==> config.mk <==
export PLATFORM = sky130hd
export DESIGN_NAME = servo_move_scheduler_unit
export DESIGN_NICKNAME = d
export VERILOG_FILES = /design/src/design/sms_pkg.sv /design/src/design/sms_seq.sv /design/src/design/sms_datapath.sv /design/src/design/servo_move_scheduler_unit.sv
export SDC_FILE = /design/constraint.sdc
export NUM_CORES = 2
export LEC_CHECK = 0
export ABC_AREA = 0
export BUFFER_PORTS_ARGS = -buffer_cell sky130_fd_sc_hd__buf_2
export CORE_ASPECT_RATIO = 0.8
export CORE_MARGIN = 2
export CORE_UTILIZATION = 55
export CTS_CLUSTER_DIAMETER = 120
export DETAILED_ROUTE_END_ITERATION = 7
export PLACE_DENSITY = 0.71
export SLEW_MARGIN = 5
export SYNTH_ARGS = -nofsm -noshare
export SYNTH_HDL_FRONTEND = slang
export SYNTH_SLANG_ARGS = --single-unit
export TNS_END_PERCENT = 1
==> constraint.sdc <==
create_clock -name clk -period 11.3 [get_ports clk]
set_input_delay 3.39 -clock clk [delete_from_list [all_inputs] [get_ports clk]]
set_output_delay 3.39 -clock clk [all_outputs]
set_load 0.1 [all_outputs]
==> src/design/sms_pkg.sv <==
package sms_pkg;

  localparam int IDX_W     = 5;
  localparam int ANGLE_W   = 9;
  localparam int MTPD_W    = 7;
  localparam int TIMER_W   = 15;
  localparam int COUNT_W   = 12;
  localparam int CHAN_W    = 4;
  localparam int MASK_W    = 18;
  localparam int TABLE_N   = 32;

  localparam int MUL_A_W   = 24;
  localparam int MUL_B_W   = 25;
  localparam int PROD_W    = 50;
  localparam int SPAN_SHIFT  = 28;
  localparam int RECIP_SHIFT = 38;

  localparam logic [TIMER_W-1:0] TIMER_MAX = 15'd32767;
  localparam logic [IDX_W-1:0]   WIDE_SPAN_A = 5'd1;
  localparam logic [IDX_W-1:0]   WIDE_SPAN_B = 5'd7;

  localparam logic [MUL_B_W-1:0] ANGLE_SCALE = 25'd2000;
  localparam logic [MUL_B_W-1:0] COUNT_SCALE = 25'd4095;
  localparam logic [COUNT_W-1:0] PULSE_OFFSET = 12'd500;

  // round-up reciprocals, exact over the operand ranges used
  localparam logic [MUL_B_W-1:0] RECIP_180 =
    25'(((64'd1 << SPAN_SHIFT) + 64'd179) / 64'd180);
  localparam logic [MUL_B_W-1:0] RECIP_270 =
    25'(((64'd1 << SPAN_SHIFT) + 64'd269) / 64'd270);
  localparam logic [MUL_B_W-1:0] RECIP_10K =
    25'(((64'd1 << RECIP_SHIFT) + 64'd9999) / 64'd10000);

  typedef enum logic [1:0] {
    ST_ACCEPT = 2'd0,
    ST_BUSY   = 2'd1,
    ST_RANGE  = 2'd2,
    ST_SKIP   = 2'd3
  } status_t;

  typedef enum logic [2:0] {
    MUL_NONE,
    MUL_DELTA,
    MUL_ANGLE,
    MUL_SPAN,
    MUL_ACC,
    MUL_RECIP
  } mul_sel_t;

  typedef enum logic {
    JMP_NONE,
    JMP_REJECT
  } jump_t;

  localparam int PC_W     = 3;
  localparam int UC_DEPTH = 8;
  typedef logic [PC_W-1:0] pc_t;

  localparam pc_t PC_EMIT = 3'd7;

  typedef struct packed {
    mul_sel_t mul;
    logic     check;
    logic     commit;
    logic     add_acc;
    logic     emit;
    jump_t    jmp;
    pc_t      target;
  } ctrl_t;

  localparam ctrl_t CTRL_IDLE = '{mul: MUL_NONE, check: 1'b0, commit: 1'b0, add_acc: 1'b0,
                                  emit: 1'b0, jmp: JMP_NONE, target: '0};

  localparam ctrl_t UCODE [UC_DEPTH] = '{
    '{mul: MUL_NONE,  check: 1'b1, commit: 1'b0, add_acc: 1'b0, emit: 1'b0,
      jmp: JMP_REJECT, target: PC_EMIT},
    '{mul: MUL_DELTA, check: 1'b0, commit: 1'b0, add_acc: 1'b0, emit: 1'b0,
      jmp: JMP_NONE, target: '0},
    '{mul: MUL_ANGLE, check: 1'b0, commit: 1'b1, add_acc: 1'b0, emit: 1'b0,
      jmp: JMP_NONE, target: '0},
    '{mul: MUL_SPAN,  check: 1'b0, commit: 1'b0, add_acc: 1'b0, emit: 1'b0,
      jmp: JMP_NONE, target: '0},
    '{mul: MUL_NONE,  check: 1'b0, commit: 1'b0, add_acc: 1'b1, emit: 1'b0,
      jmp: JMP_NONE, target: '0},
    '{mul: MUL_ACC,   check: 1'b0, commit: 1'b0, add_acc: 1'b0, emit: 1'b0,
      jmp: JMP_NONE, target: '0},
    '{mul: MUL_RECIP, check: 1'b0, commit: 1'b0, add_acc: 1'b0, emit: 1'b0,
      jmp: JMP_NONE, target: '0},
    '{mul: MUL_NONE,  check: 1'b0, commit: 1'b0, add_acc: 1'b0, emit: 1'b1,
      jmp: JMP_NONE, target: '0}
  };

  localparam logic [ANGLE_W-1:0] LIM_LO [TABLE_N] = '{
    9'd115, 9'd40, 9'd65, 9'd125, 9'd0, 9'd80, 9'd125, 9'd40, 9'd44, 9'd120,
    9'd10, 9'd50, 9'd125, 9'd5, 9'd75, 9'd115, 9'd10, 9'd60,
    9'd0, 9'd0, 9'd0, 9'd0, 9'd0, 9'd0, 9'd0, 9'd0, 9'd0, 9'd0, 9'd0, 9'd0, 9'd0, 9'd0
  };

  localparam logic [ANGLE_W-1:0] LIM_HI [TABLE_N] = '{
    9'd180, 9'd82, 9'd140, 9'd180, 9'd37, 9'd110, 9'd180, 9'd82, 9'd120, 9'd180,
    9'd50, 9'd120, 9'd180, 9'd35, 9'd105, 9'd180, 9'd43, 9'd132,
    9'd180, 9'd180, 9'd180, 9'd180, 9'd180, 9'd180, 9'd180, 9'd180, 9'd180, 9'd180,
    9'd180, 9'd180, 9'd180, 9'd180
  };

  localparam logic [ANGLE_W-1:0] START_ANGLE [TABLE_N] = '{
    9'd140, 9'd70, 9'd140, 9'd140, 9'd35, 9'd95, 9'd145, 9'd70, 9'd44, 9'd140,
    9'd35, 9'd50, 9'd140, 9'd35, 9'd90, 9'd140, 9'd35, 9'd132,
    9'd90, 9'd90, 9'd90, 9'd90, 9'd90, 9'd90, 9'd90, 9'd90, 9'd90, 9'd90,
    9'd90, 9'd90, 9'd90, 9'd90
  };

endpackage

==> src/design/sms_seq.sv <==
module sms_seq (
  input  logic           clk,
  input  logic           rst,
  input  logic           start,
  input  logic           reject,
  output logic           busy,
  output logic           load,
  output sms_pkg::ctrl_t ctrl
);
  import sms_pkg::*;

  logic run;
  pc_t  pc;

  assign busy = run;
  assign load = start && !run;
  assign ctrl = run ? UCODE[pc] : CTRL_IDLE;

  always_ff @(posedge clk) begin
    if (rst) begin
      run <= 1'b0;
      pc  <= '0;
    end else if (load) begin
      run <= 1'b1;
      pc  <= '0;
    end else if (run) begin
      if (ctrl.emit) begin
        run <= 1'b0;
      end else if (ctrl.jmp == JMP_REJECT && reject) begin
        pc <= ctrl.target;
      end else begin
        pc <= pc + pc_t'(1);
      end
    end
  end

endmodule

==> src/design/sms_datapath.sv <==
module sms_datapath #(
  parameter int NUM_SERVOS = 18
) (
  input  logic                        clk,
  input  logic                        rst,
  input  logic                        load,
  input  sms_pkg::ctrl_t              ctrl,
  input  logic                        op,
  input  logic [sms_pkg::IDX_W-1:0]   servo_index,
  input  logic [sms_pkg::ANGLE_W-1:0] angle,
  input  logic                        no_change,
  input  logic                        cfg_wr_en,
  input  logic [sms_pkg::MTPD_W-1:0]  cfg_wr_data,
  output logic                        reject,
  output logic                        result_valid,
  output logic [1:0]                  status,
  output logic                        pwm_write,
  output logic                        driver_select,
  output logic [sms_pkg::CHAN_W-1:0]  pwm_channel,
  output logic [sms_pkg::COUNT_W-1:0] pwm_off_count,
  output logic [sms_pkg::MASK_W-1:0]  busy_mask
);
  import sms_pkg::*;

  localparam int AW     = (NUM_SERVOS > 1) ? $clog2(NUM_SERVOS) : 1;
  localparam int HALF   = NUM_SERVOS / 2;
  localparam int MASK_N = (NUM_SERVOS < MASK_W) ? NUM_SERVOS : MASK_W;

  logic [MTPD_W-1:0]  mtpd;
  logic               op_r;
  logic [IDX_W-1:0]   idx_r;
  logic [ANGLE_W-1:0] ang_r;
  logic               keep_r;

  logic [ANGLE_W-1:0] last_angle [NUM_SERVOS];
  logic               busy_flag  [NUM_SERVOS];
  logic [TIMER_W-1:0] move_timer [NUM_SERVOS];

  logic [ANGLE_W-1:0] delta;
  logic [ANGLE_W-1:0] delta_r;
  status_t            status_r;
  logic [COUNT_W-1:0] acc;
  logic [PROD_W-1:0]  prod;

  logic [AW-1:0]      idx_a;
  logic               range_bad;
  logic               lim_bad;
  logic               wide_span;
  status_t            chk_status;
  logic [ANGLE_W-1:0] last_sel;
  logic [15:0]        t_raw;
  logic [TIMER_W-1:0] t_sat;
  logic [MUL_A_W-1:0] mul_a;
  logic [MUL_B_W-1:0] mul_b;
  logic [IDX_W-1:0]   chan_right;
  logic               right_side;
  logic [MASK_W-1:0]  mask;

  assign idx_a     = idx_r[AW-1:0];
  assign range_bad = {1'b0, idx_r} >= 6'(NUM_SERVOS);
  assign lim_bad   = (ang_r < LIM_LO[idx_r]) || (ang_r > LIM_HI[idx_r]);
  assign wide_span = (idx_r == WIDE_SPAN_A) || (idx_r == WIDE_SPAN_B);
  assign last_sel  = last_angle[idx_a];
  assign delta     = (ang_r >= last_sel) ? (ang_r - last_sel) : (last_sel - ang_r);

  always_comb begin
    if (op_r) begin
      chk_status = ST_SKIP;
    end else if (range_bad) begin
      chk_status = ST_RANGE;
    end else if (busy_flag[idx_a]) begin
      chk_status = ST_BUSY;
    end else if (keep_r) begin
      chk_status = ST_SKIP;
    end else if (lim_bad) begin
      chk_status = ST_RANGE;
    end else begin
      chk_status = ST_ACCEPT;
    end
  end

  assign reject = (chk_status != ST_ACCEPT);

  // timer value: at least one tick, saturating
  assign t_raw = prod[15:0];
  always_comb begin
    if (t_raw == 16'd0) begin
      t_sat = TIMER_W'(1);
    end else if (t_raw > {1'b0, TIMER_MAX}) begin
      t_sat = TIMER_MAX;
    end else begin
      t_sat = t_raw[TIMER_W-1:0];
    end
  end

  always_comb begin
    mul_a = '0;
    mul_b = '0;
    case (ctrl.mul)
      MUL_DELTA: begin
        mul_a = MUL_A_W'(delta_r);
        mul_b = MUL_B_W'(mtpd);
      end
      MUL_ANGLE: begin
        mul_a = MUL_A_W'(ang_r);
        mul_b = ANGLE_SCALE;
      end
      MUL_SPAN: begin
        mul_a = MUL_A_W'(prod[18:0]);
        mul_b = wide_span ? RECIP_270 : RECIP_180;
      end
      MUL_ACC: begin
        mul_a = MUL_A_W'(acc);
        mul_b = COUNT_SCALE;
      end
      MUL_RECIP: begin
        mul_a = prod[MUL_A_W-1:0];
        mul_b = RECIP_10K;
      end
      default: begin
        mul_a = '0;
        mul_b = '0;
      end
    endcase
  end

  assign right_side = {1'b0, idx_r} >= 6'(HALF);
  assign chan_right = idx_r - IDX_W'(HALF);

  always_comb begin
    mask = '0;
    for (int i = 0; i < MASK_N; i++) begin
      mask[i] = busy_flag[i];
    end
  end

  always_ff @(posedge clk) begin
    if (rst) begin
      mtpd <= MTPD_W'(1);
    end else if (cfg_wr_en) begin
      mtpd <= cfg_wr_data;
    end
  end

  always_ff @(posedge clk) begin
    if (load) begin
      op_r   <= op;
      idx_r  <= servo_index;
      ang_r  <= angle;
      keep_r <= no_change;
    end
    if (ctrl.check) begin
      status_r <= chk_status;
      delta_r  <= delta;
    end
    if (ctrl.mul != MUL_NONE) begin
      prod <= PROD_W'(mul_a) * PROD_W'(mul_b);
    end
    if (ctrl.add_acc) begin
      acc <= prod[SPAN_SHIFT +: COUNT_W] + PULSE_OFFSET;
    end
  end

  always_ff @(posedge clk) begin
    if (rst) begin
      for (int i = 0; i < NUM_SERVOS; i++) begin
        last_angle[i] <= START_ANGLE[i];
        busy_flag[i]  <= 1'b0;
        move_timer[i] <= '0;
      end
    end else if (ctrl.check && op_r) begin
      for (int i = 0; i < NUM_SERVOS; i++) begin
        if (busy_flag[i]) begin
          if (move_timer[i] > TIMER_W'(1)) begin
            move_timer[i] <= move_timer[i] - TIMER_W'(1);
          end else begin
            move_timer[i] <= '0;
            busy_flag[i]  <= 1'b0;
          end
        end
      end
    end else if (ctrl.commit) begin
      last_angle[idx_a] <= ang_r;
      busy_flag[idx_a]  <= 1'b1;
      move_timer[idx_a] <= t_sat;
    end
  end

  always_ff @(posedge clk) begin
    if (rst) begin
      result_valid <= 1'b0;
    end else begin
      result_valid <= ctrl.emit;
    end
    if (ctrl.emit) begin
      status    <= status_r;
      busy_mask <= mask;
      if (status_r == ST_ACCEPT) begin
        pwm_write     <= 1'b1;
        driver_select <= right_side;
        pwm_channel   <= right_side ? chan_right[CHAN_W-1:0] : idx_r[CHAN_W-1:0];
        pwm_off_count <= prod[RECIP_SHIFT +: COUNT_W];
      end else begin
        pwm_write     <= 1'b0;
        driver_select <= 1'b0;
        pwm_channel   <= '0;
        pwm_off_count <= '0;
      end
    end
  end

endmodule

==> src/design/servo_move_scheduler_unit.sv <==
// Servo move scheduler. Raise start with op, servo_index, angle and no_change
// while busy is low; the word is taken at that edge and busy rises. The result
// word appears on the result ports for exactly one cycle with result_valid high
// and must be captured then: there is no way to stall it. A set word that is
// accepted runs the full microprogram on the one shared multiplier before its
// result is given; a tick, a skip or a refused set jumps from the check step
// to the emit step. busy drops in the cycle the result is shown, so the next
// word can start there. The user must write move_time_per_degree through
// cfg_wr_en and cfg_wr_data only while the block is idle; it does not enforce it.
module servo_move_scheduler_unit #(
  parameter int NUM_SERVOS = 18
) (
  input  logic        clk,
  input  logic        rst,
  input  logic        start,
  output logic        busy,
  input  logic        op,
  input  logic [4:0]  servo_index,
  input  logic [8:0]  angle,
  input  logic        no_change,
  input  logic        cfg_wr_en,
  input  logic [6:0]  cfg_wr_data,
  output logic        result_valid,
  output logic [1:0]  status,
  output logic        pwm_write,
  output logic        driver_select,
  output logic [3:0]  pwm_channel,
  output logic [11:0] pwm_off_count,
  output logic [17:0] busy_mask
);
  import sms_pkg::*;

  ctrl_t ctrl;
  logic  load;
  logic  reject;

  sms_seq u_seq (
    .clk    (clk),
    .rst    (rst),
    .start  (start),
    .reject (reject),
    .busy   (busy),
    .load   (load),
    .ctrl   (ctrl)
  );

  sms_datapath #(
    .NUM_SERVOS (NUM_SERVOS)
  ) u_datapath (
    .clk           (clk),
    .rst           (rst),
    .load          (load),
    .ctrl          (ctrl),
    .op            (op),
    .servo_index   (servo_index),
    .angle         (angle),
    .no_change     (no_change),
    .cfg_wr_en     (cfg_wr_en),
    .cfg_wr_data   (cfg_wr_data),
    .reject        (reject),
    .result_valid  (result_valid),
    .status        (status),
    .pwm_write     (pwm_write),
    .driver_select (driver_select),
    .pwm_channel   (pwm_channel),
    .pwm_off_count (pwm_off_count),
    .busy_mask     (busy_mask)
  );

endmodule
* Word level (Yosys, flattened, before mapping)
Memories as Yosys holds them, arrays and structs flattened. A register that Yosys moved wholly into a read port is not among the register bits. Index checks and enable logic that the tools add are counted.
Storage, ports and cells: bits in registers 137, bits in latches 0, memory bits (writable) 450, ROM bits 664, input bits 27, output and inout port bits 40, word-level logic and storage cells 428, memories kept 6
Cells by class: $add $sub $neg 23, multiply operators 1, div/mod/pow operators 0, magnitude comparators 26, eq/ne operators 7, shift operators 0, mux-type cells 275, bitwise gates (word level) 57, reductions and logical operators 15
Memory list:
- (name not given) | depth 32, width 9, rd ports 1, clocked after memory_dff 0, write ports 0, RTL line sms_datapath.sv:61 | assign lim_bad = (ang_r < LIM_LO[idx_r]) || (ang_r > LIM_HI[idx_r]);
- (name not given) | depth 32, width 9, rd ports 1, clocked after memory_dff 0, write ports 0, RTL line sms_datapath.sv:61
- u_datapath.move_timer | depth 18, width 15, rd ports 18, clocked after memory_dff 0, write ports 18, RTL line sms_datapath.sv:37 | logic [TIMER_W-1:0] move_timer [NUM_SERVOS];
- u_datapath.last_angle | depth 18, width 9, rd ports 1, clocked after memory_dff 1, write ports 18, RTL line sms_datapath.sv:35 | logic [ANGLE_W-1:0] last_angle [NUM_SERVOS];
- (name not given) | depth 8, width 11, rd ports 1, clocked after memory_dff 0, write ports 0, RTL line sms_seq.sv:17 | assign ctrl = run ? UCODE[pc] : CTRL_IDLE;
- u_datapath.busy_flag | depth 18, width 1, rd ports 19, clocked after memory_dff 1, write ports 18, RTL line sms_datapath.sv:36 | logic busy_flag [NUM_SERVOS];
Operator list (count):
- 2-to-1 mux 15 bit | 39
- > comparator 15 x 1 -> 1 bit (second input constant) | 18
- subtractor 15 x 1 -> 15 bit (second input constant) | 18
- 2-to-1 mux 1 bit | 212
- case mux 25 bit (5 select lines) | 1
- case mux 24 bit (5 select lines) | 1
- 2-to-1 mux 9 bit | 6
- OR 1 bit | 54
- multiplier 24 x 25 -> 49 bit | 1
- 2-to-1 mux 11 bit | 3
- 2-to-1 mux 5 bit | 5
- 2-to-1 mux 21 bit | 1
- subtractor 9 bit | 2
- > comparator 16 x 15 -> 1 bit (second input constant) | 1
- logical NOT 16 bit | 1
- OR reduction 15 bit | 1
- adder 12 x 9 -> 12 bit (second input constant) | 1
- 2-to-1 mux 2 bit | 5
- >= comparator 9 bit | 1
- > comparator 9 bit | 1
- < comparator 9 bit | 1
- OR reduction 9 bit | 1
- equality test 3 x 2 -> 1 bit (second input constant) | 2
- equality test 3 bit (second input constant) | 2
- 23 further kinds | 26

* Logic depth before layout (Yosys ltp)
word-level depth 14, depth in mapped cells 37, depth with buffers taken out 34

* Cells and area by module
Synthesis repeated with hierarchy kept, for this count alone.
Second synthesis, totals: cell total of the unflattened synthesis 4930, area, all modules 53661.5 um2
Modules (own cells, without submodules):
- sms_datapath | instances 1, cells an instance 4896, area each 53354.9 um2, sequential area each 21290.4 um2
- sms_seq | instances 1, cells an instance 34, area each 306.5 um2, sequential area each 80.1 um2

* Worst setup path after synthesis
OpenSTA, ideal clock, no wires.
path kind register to register, start register u_seq.run, in the netlist u_seq.busy, end register u_datapath.prod[39] (data pin), setup time 0.260 ns, arrival 8.820 ns, data required time 11.040 ns, setup slack 2.220 ns, cell stages (with the launch flop) 30, path buffers 2, clock period less this slack 9.080 ns, path through dfxtp_1 -> clkbuf_1 -> nand2_1 -> clkbuf_1 -> nand3_1 -> nand2_1 -> nor2_1 -> fa_1 -> inv_1 -> fa_1 -> inv_1 -> fa_1 -> inv_1 -> fa_1 -> inv_1 -> fa_1 -> fa_1 -> inv_1 -> fa_1 -> inv_1 -> ha_1 -> and2_1 -> and3_1 -> and4_1 -> a221oi_1 -> nand2_1 -> a21o_1 -> a211o_1 -> a31oi_1 -> xnor2_1
Between the ends: word-level cells in the longest chain between the ends 4, elaborated cells on any way between the ends 9, those cells by class mul (1); eq/ne (5); mux (3)
Ends and longest elaborated chain:
- start, declared | RTL line sms_seq.sv:12 | logic run;
- start signal, assigned | RTL line sms_seq.sv:21 | run <= 1'b0;
- start signal, assigned | RTL line sms_seq.sv:24 | run <= 1'b1;
- start signal, assigned | RTL line sms_seq.sv:28 | run <= 1'b0;
- 2-to-1 mux 11 bit (*) | RTL line sms_seq.sv:17
- equality test 3 bit (tied with other cells) | RTL line sms_datapath.sv:99 | case (ctrl.mul)
- case mux 24 bit (5 select lines) or case mux 25 bit (5 select lines) (tied branches) | RTL line sms_datapath.sv:99
- multiplier 24 x 25 -> 49 bit (*) | RTL line sms_datapath.sv:157 | prod <= PROD_W'(mul_a) * PROD_W'(mul_b);
- end signal, assigned | RTL line sms_datapath.sv:157
- end, declared | RTL line sms_datapath.sv:43 | logic [PROD_W-1:0] prod;
Mark *: on every way between the ends. The rest lies on a longest branch, timed or not. A chain may end at the register's enable or synchronous reset.

* Worst setup path in the final report
start register u_seq.pc[0], end register u_datapath.prod[46] (data pin)
Between the ends: word-level cells in the longest chain between the ends 8, elaborated cells on any way between the ends 13, those cells by class mul (1); eq/ne (5); mux (5); bitwise (1); memory (1)
Ends and longest elaborated chain:
- start, declared | RTL line sms_seq.sv:13 | pc_t pc;
- start signal, assigned | RTL line sms_seq.sv:30 | pc <= ctrl.target;
- start signal, assigned | RTL line sms_seq.sv:32 | pc <= pc + pc_t'(1);
- NOT 3 -> 4 bit (implied by the code) (*) | RTL line sms_seq.sv:17
- memory (8 x 11 bit) (*)
- 2-to-1 mux 11 bit (implied by the code) (*) (2 in series) | RTL line sms_seq.sv:17
- 2-to-1 mux 11 bit (*) | RTL line sms_seq.sv:17
- equality test 3 bit (tied with other cells) | RTL line sms_datapath.sv:99
- case mux 24 bit (5 select lines) or case mux 25 bit (5 select lines) (tied branches) | RTL line sms_datapath.sv:99
- multiplier 24 x 25 -> 49 bit (*) | RTL line sms_datapath.sv:157
Mark *: on every way between the ends. The rest lies on a longest branch, timed or not. The select of a mux whose other input is x is not followed.

==> metrics.md <==
| Metric | Value |
|---|---|
| Status | finished, final reports clean |
| Leakage | 0.0240 uW |
| Hold Startpoint | u_datapath.prod[28]$_DFFE_PP_ |
| Final hold viol count | 0 |
| Die width | 352 microns |
| Post-CTS Resized | 0 |
| Final Total Pwr | 6560 uW |
| Critical Path Source Type | register |
| R2r worst-path depth | 30 |
| Crit path largest cell delay | 770 ps |
| CTS Buffer Depth | 3 |
| CP endpoint kind | register |
| Gp weighted congestion | 1.03 |
| Post-CTS setup buffers | 0 |
| Die Area | 0.0992 sq mm |
| CTS sink count | 728 |
| Largest net degree at the start of global routing | 48 |
| Row cnt | 102 |
| H-tree depth | 3 |
| # nets final | 5730 |
| Starting Density | 55.2% |
| Hold Slack | 425 ps |
| DRC Markers | 0 |
| Clock latency on the worst-skew pair | 680 ps |
| # setup viols final | 0 |
| Max-slew violations | 0 |
| DR vias/cell | 5.99 |
| Root buf cell | clkbuf_16 |
| Post-DP HPWL | 107000 microns |
| Routed len/inst | 23.2 microns |
| Total GRT Usage | 30.2% |
| Synth cell types | 80 |
| WHS Path Cells | 0 |
| CTS tree | yes |
| Post-route ant nets | 0 |
| Clock slew at reported path FFs | 70 ps |
| Most frequent CP cell | fa_1 |
| Worst vdd ir | 0.156 mV |
| Mapped Area | 0.0532 sq mm |
| Worst R2R End | u_datapath.prod[46]$_DFFE_PP_ |
| Initial antenna violation count | 2 |
| CP required | 11720 ps |
| Io pins | 67 |
| Hold Crit Class | reg -> reg |
| Worst r2r src | u_seq.pc[0]$_SDFFE_PP0P_ |
| Vias in the first global route | 37286 |
| CP max FO | 21 |
| Fin Setup TNS | 0 ps |
| Core area | 0.0964 sq mm |
| DRT Wirelength | 146000 microns |
| Setup Crit Path Kind | reg -> reg |
| Fin crit period | 10590 ps |
| # hold bufs at CTS | 0 |
| Fill cell count | 7899 |
| Total of warnings raised by yosys | 0 |
| Cell Pwr Density | 114 mW/mm^2 |
| Hold path endpoint | u_datapath.acc[0]$_DFFE_PP_ |
| Area delta synth->final | 8.43% |
| Number of buffers created by CTS | 77 |
| Relative slew slack | 7.60% |
| Global-route wire length before repair | 225000 microns |
| Via count | 37803 |
| Avg Inst Size Synth | 10.9 sq um |
| DRT iter0 DRCs | 4800 |
| Max-cap violations | 0 |
| Number of flops mapped to enable cells by yosys | 679 |
| Overflow after GRT | 0 |
| #FFs+latches synth | 728 |
| Top FF cell, synth | edfxtp_1 |
| Pre-antenna DRT Iters | 6 |
| Slowest cell on crit path | a221oi_1 |
| Layout cell share with drive strength beyond 1 | 7.91% |
| Crit path DAT | 11000 ps |
| Fin crit share | 93.7% |
| R2r setup slk | 710 ps |
| Seq/Total Area, Yosys | 40.2% |
| Synth Instances | 4880 |
| Worst-Margin Slew | 1380 ps |
| Fmax | 94.5 MHz |
| RSZ-0062 raised after global routing | false |
| Port buffer count | 65 |
| Die height | 282 microns |
| FFs w/ async S/R, synth | 0% |
| Skew final | 48.2 ps |
flip-flops by register name, indices dropped and copies added (netlist names), 2 cells and up, named ones only:
name                      count
u_datapath.acc               12
u_datapath.ang_r              9
u_datapath.busy_flag         32
u_datapath.busy_mask         18
u_datapath.delta_r            9
u_datapath.idx_a              5
u_datapath.last_angle       288
u_datapath.move_timer       270
u_datapath.mtpd               7
u_datapath.prod              45
u_datapath.pwm_channel        4
u_datapath.pwm_off_count     11
u_datapath.status             2
u_datapath.status_r           2
u_seq.pc                      3
worst max path at each step:
stage                              from                             to  cells past startpoint
2_1_floorplan     u_seq.busy$_SDFF_PP0_  u_datapath.prod[39]$_DFFE_PP_                     29
3_3_place_gp      u_seq.busy$_SDFF_PP0_  u_datapath.prod[46]$_DFFE_PP_                     28
3_5_place_dp   u_seq.pc[0]$_SDFFE_PP0P_  u_datapath.prod[46]$_DFFE_PP_                     30
4_1_cts        u_seq.pc[0]$_SDFFE_PP0P_  u_datapath.prod[46]$_DFFE_PP_                     30
5_1_grt        u_seq.pc[0]$_SDFFE_PP0P_  u_datapath.prod[46]$_DFFE_PP_                     30
6_report       u_seq.pc[0]$_SDFFE_PP0P_  u_datapath.prod[46]$_DFFE_PP_                     30
cells in the final DEF, fill, tap and decap left out, types with 11 or more instances in the layout:
cell type	Yosys	final
inv_1	819	819
edfxtp_1	679	679
nand2_1	481	481
fa_1	457	457
nor2_1	393	376
ha_1	305	305
o22ai_1	267	267
xnor2_1	196	196
nor3_1	120	117
nand3_1	105	104
a21oi_1	101	101
mux4_2	100	100
xor2_1	86	86
clkbuf_16	0	79
o21ai_0	72	72
buf_2	24	65
buf_4	1	62
nor4_1	59	59
dfxtp_1	49	47
a21o_1	46	46
conb_1	2	41
and2_1	41	40
or4_1	28	28
and3_1	27	27
nand4_1	24	24
mux2i_1	23	23
o211ai_1	19	19
nor2_2	0	17
o21bai_1	16	16
nor2b_1	16	15
clkinv_1	4	14
clkinv_2	0	14
nand2b_1	13	13
nand3b_1	13	13
clkbuf_1	143	11
power by group:
| group | internal [uW] | total (uW) | switching, uW |
|---|---|---|---|
| Combinational | 328 | 854 | 525 |
| Clock | 1450 | 2600 | 1140 |
| Sequential | 3020 | 3110 | 88.3 |
synth_stat cells, drive strengths merged (59+ instances only):
library cell	n	share of area, %
inv	820	5.8
edfxtp	679	38
nand2	481	3.4
fa	457	17
nor2	393	2.8
ha	305	7.2
o22ai	267	3.1
xnor2	196	3.2
clkbuf	144	1.0
nor3	121	1.1
nand3	106	1.0
a21oi	102	0.97
mux4	100	4.2
xor2	86	1.4
o21ai	75	0.71
nor4	59	0.69
stage by stage:
step / instances / utilization (%) / instance area [sq um] / setup WS, ps
4_1_cts: 6305 / 59.9 / 57700 / 964
3_3_place_gp: 6162 / 57.2 / 55100 / 1260
6_report: 6306 / 59.9 / 57700 / 713
3_5_place_dp: 6162 / 57.2 / 55100 / 1050
5_1_grt: 6305 / 59.9 / 57700 / 200
2_1_floorplan: 4919 / - / 53300 / 2220
layer usage:
| layer | track usage, % | vias up | part of all wire, % |
|---|---|---|---|
| li1 | - | 16771 | - |
| met1 | 45.3 | 18875 | 42 |
| met2 | 43.4 | 1880 | 43 |
| met3 | 8.71 | 275 | 12 |
| met4 | 7.23 | 2 | 2.5 |
| met5 | 0 | - | 0.0089 |
logic make-up after synthesis:
kind of cell	after synthesis	synth area share, %
AOI/OAI and AO/OA	626	7.54
xor gates and xnor gates	282	4.64
adders and majority gates	762	24.4
buffers and inverters	1008	7.18
DFF	728	40.2
muxes	126	4.73
other	2	0.0141
and+or+nand+nor	1346	11.4
worst max-delay path, delay by kind of cell, from the launching register on:
family                   cells  cell delay [ps]
AO/OA/AOI/OAI                7             2940
XOR/XNOR                     1              140
adder cells (fa/ha/maj)      9             3960
buffers and inverters        6              490
flip-flops                   1              530
AND/OR/NAND/NOR              7             2250
final cells by class:
type	count	area [sq um]	share of cell area [%]
clock inverter	47	443	0.768
multi-input combinational	3183	28300	49.0
sequential	728	21400	37.1
tap	1300	1630	2.82
antenna	1	2.50	0.00434
clock buffer	96	2100	3.64
timing repair buffer	127	791	1.37
inverter	824	3090	5.36
Note: power is estimated with default switching activity, not from simulation.
